<file path="config.mk">
export PLATFORM = sky130hd
export DESIGN_NAME = prfa_ram
export DESIGN_NICKNAME = d
export VERILOG_FILES = /design/src/sv/page_run_first_fit_allocator_top_macros.svh /design/src/sv/prfa_ram.sv
export SDC_FILE = /design/constraint.sdc
export NUM_CORES = 1
export LEC_CHECK = 0
export BUFFER_PORTS_ARGS = -buffer_cell sky130_fd_sc_hd__buf_2
export CAP_MARGIN = 20
export CORE_ASPECT_RATIO = 0.6
export CORE_MARGIN = 5
export CORE_UTILIZATION = 60
export CTS_CLUSTER_DIAMETER = 100
export DETAILED_ROUTE_END_ITERATION = 7
export GPL_TIMING_DRIVEN = 0
export PLACE_DENSITY = 0.78
export SLEW_MARGIN = 0
export SYNTH_ARGS = -nofsm -noshare
export SYNTH_HDL_FRONTEND = slang
export SYNTH_SLANG_ARGS = --single-unit
</file>
<file path="constraint.sdc">
create_clock -name clk_i -period 2 [get_ports clk_i]
set_clock_uncertainty 0.05 [all_clocks]
set_input_delay 0.1 -clock clk_i [delete_from_list [all_inputs] [get_ports clk_i]]
set_output_delay 0.1 -clock clk_i [all_outputs]
set_load 0.01 [all_outputs]
</file>
<file path="src/sv/page_run_first_fit_allocator_top_macros.svh">
// assertion helpers for the page run allocator
`ifndef PAGE_RUN_FIRST_FIT_ALLOCATOR_TOP_MACROS_SVH
`define PAGE_RUN_FIRST_FIT_ALLOCATOR_TOP_MACROS_SVH

// clocked check, off while in reset
`define PRFA_ASSERT(lbl, prop, msg) \
  lbl: assert property (@(posedge clk_i) disable iff (!rst_ni) prop) else $error(msg);

// clocked check of what must hold in the cycle after a condition
`define PRFA_ASSERT_NEXT(lbl, ante, cons, msg) \
  lbl: assert property (@(posedge clk_i) disable iff (!rst_ni) (ante) |=> (cons)) \
    else $error(msg);

`endif

</file>
<file path="src/sv/prfa_ram.sv">
module prfa_ram #(
  parameter int unsigned Width = 8,
  parameter int unsigned Depth = 16
) (
  input  logic                     clk_i,
  input  logic                     we_i,
  input  logic [$clog2(Depth)-1:0] waddr_i,
  input  logic [Width-1:0]         wdata_i,
  input  logic [$clog2(Depth)-1:0] raddr_i,
  output logic [Width-1:0]         rdata_o
);

  logic [Width-1:0] mem_q [Depth];

  always_ff @(posedge clk_i) begin
    if (we_i) begin
      mem_q[waddr_i] <= wdata_i;
    end
    rdata_o <= mem_q[raddr_i];
  end

endmodule

</file>
==> out/qor.yml <==
route:
  postRouteAntennaNets: 0
  drc: 0
  wl_um: 9672
  via_per_inst: 6.070
  drtIter0Drc: 307
  vias: 2434
  avgRoutedWirePerCell_um: 24.12
  drt_pass1_iterations: 4
global_routing:
  use_met3_pct: 6.888
  overflow: 0
  use_met1_pct: 31.42
  grt_max_degree: 17
  antenna_found_initial: 0
  grtUsageMet2_pct: 28.26
  grt_busiest_layer: "met1"
  grt_pass1_wl_um: 14910
  grt_pass1_vias: 2465
  grt_usage_pct: 20.79
place:
  dpl.hpwl_um: 6302
  portBuffers: 24
  dp_slack_ps: 44.88
  place_area_um2: 5430
  gp_congestion: 0.8141
sta:
  period_minus_slack_ps: 1541
  finalSetupViolCount: 0
  final_hold_viol_count: 0
  fmax_mhz: 649.1
  relSlewSlack_pct: 38.23
  finalMaxSlewViolations: 0
  whs_ps: 25.38
  tightest_slew_ps: 923.2
  period_share_pct: 77.03
  rsz0062_at_grt: "false"
  setup_ws_ps: 459.4
worst_hold_path:
  hold_path_class: "in2reg"
synthesis:
  synth_cell_types: 19
  synthTopCellsByCount: "128 x edfxtp_1, 18 x mux4_2, 16 x a22oi_1, 14 x mux4_1, 13 x nor2_1"
  syn-num-nets: 247
  seq_area_frac_synth_pct: 77.78
  async_flop_share_pct: 0
  synth_area_um2: 5147
  synthCells: 229
  synth.most_common_cell: "edfxtp_1"
  yosys_warnings: 0
  ys_top_cells_by_area: "edfxtp_1 75%, mux4_2 7.9%, mux4_1 7.1%, dfxtp_1 3.1%, a22oi_1 2.3%"
  synth_seq_cells: 136
  syn_avg_cell_area_um2: 22.48
  synth_top_area_share_pct: 74.67
  yosys.area.top_type: "edfxtp_1"
  synth-edff-count: 128
  synth-main-ff-cell: "edfxtp_1"
die:
  core.rowCount: 26
  dieArea_um2: 10590
  die_w_um: 129.6
  coreArea_um2: 8426
  die_y_um: 81.75
  start_util_pct: 61.09
  ioPinCount: 26
worst_setup_path:
  cp_cell_sequence: "buf_2 > or3b_2 > nor3_1 > buf_2"
  crit_top_cell: "buf_2"
  cp-startpoint: "waddr_i[2]"
  r2r_end: "rdata_o[1]$_DFF_P_"
  cp_max_fo: 5
  worst_path_max_delay_cell: "nor3_1"
  rrSetupSlack_ps: 580
  crit_type: "in2reg"
  end_kind: "register"
  cpPeakStageDelay_ps: 550
  startpoint_type: "input pin"
  r2r-start: "mem_q[8][1]$_DFFE_PP_"
  arrival_ps: 1600
  reg2regPathDepth: 3
  critPathCapture: "mem_q[0][7]$_DFFE_PP_"
  worstPathRequired_ps: 2060
final_layout:
  syn_to_final_growth_pct: 16.02
  regArea_um2: 4004
  final_area_um2: 5972
  drive_gt1_share_pct: 29.76
  n_antenna_cell: 0
  fin_nets: 294
  multi_input_area_um2: 1057
  fill_cells: 513
cts:
  hold_buffers: 0
  cts_buffers: 17
  cts_max_level: 4
  cts_tree: "yes"
  cts_setup_buffers: 0
  cts_root_buf: "clkbuf_16"
  cts.sinks: 136
  clk_latency_ps: 410
  post_cts_resized: 0
  clk_pin_slew_ps: 60
  clockBufferDepth: 2
pwr:
  max-vdd-ir-drop_mv: 0.8184
  power_frac_clock_pct: 44.7
  power.leakage_nw: 2.034
  p_switching_mw: 1.267
  power_density_nw_per_um2: 1060
  p_int_mw: 5.064
  p_seq_share_pct: 50.6
  pwr-share-comb_pct: 4.8
  p_total_mw: 6.330
  switching_share_pct: 20.01
job:
  maxCapViolations: 0
run_status:
  status: "finished clean"
[routing by layer]
metal,part of all wire (%),up-vias
met4,0.74,0
met3,8.4,8
met5,0,-
met2,45,104
met1,46,1253
li1,-,1069
[flip-flops by register name, summed over array words and instances (netlist names)]
name / cells
mem_q: 128
rdata_o: 8
[cells by family after synthesis]
group,share of synthesized area (%)
mux,15.02
flops,77.78
compound gates,2.334
simple gates,3.184
buf+inv,1.677
[placed cells by master, fill, tap and decap left out]
master / n
nand3b_1: 2
clkbuf_16: 17
nor2b_1: 1
or3b_2: 1
mux4_1: 14
clkinvlp_4: 1
a22oi_1: 16
buf_6: 3
nand2b_1: 2
nand2_1: 9
nor2_1: 13
nor3_1: 4
clkdlybuf4s25_2: 3
mux4_2: 18
clkinv_2: 8
nand3_1: 1
clkbuf_1: 2
and2_1: 1
and2b_1: 1
edfxtp_1: 128
clkinv_1: 1
dfxtp_1: 8
clkbuf_8: 2
buf_2: 30
bufinv_16: 1
buf_4: 2
[critical path: cells and delay by family]
family | cells | cell delay, ps
buffers and inverters | 2 | 430
and+or+nand+nor | 2 | 1060
[final cells by class]
| type | count | share of cell area, % |
|---|---|---|
| well taps | 112 | 2.347 |
| plain buffers | 10 | 1.446 |
| flip-flops and latches | 136 | 67.04 |
| multi-input cells | 83 | 17.70 |
| repair buffers | 28 | 2.388 |
| clock inverters | 11 | 1.362 |
| clock buffers | 21 | 7.710 |
[power by group through the flow]
stage | clock (mW) | combinational, mW | sequential [mW]
after floorplan | 0 | 0.162 | 3.27
after global placement | 0 | 0.294 | 3.26
after detailed placement | 0 | 0.304 | 3.26
after CTS | 2.86 | 0.306 | 3.20
after global routing | 3.01 | 0.327 | 3.21
final | 2.83 | 0.301 | 3.20
[through the flow]
step,setup TNS (ps),util (%),std cells
2_1_floorplan,0,-,229
3_3_place_gp,-2184,64.18,365
3_5_place_dp,0,64.45,369
4_1_cts,0,70.88,401
5_1_grt,0,70.88,401
6_report,0,70.88,401
[how the worst min path moves through the flow]
| stage | startpoint | cells after the start | to | slack [ps] |
|---|---|---|---|---|
| finish | wdata_i[6] | 1 | mem_q[5][6]$_DFFE_PP_ | 30 |
| global route | wdata_i[6] | 1 | mem_q[7][6]$_DFFE_PP_ | 20 |
| CTS | wdata_i[6] | 1 | mem_q[5][6]$_DFFE_PP_ | 10 |
| detailed placement | rdata_o[5]$_DFF_P_ | 1 | rdata_o[5] | 440 |
| global placement | wdata_i[2] | 1 | mem_q[4][2]$_DFFE_PP_ | 440 |
| floorplan | wdata_i[0] | 0 | mem_q[0][0]$_DFFE_PP_ | 150 |
No activity file was read; power rests on OpenSTA's default activity.
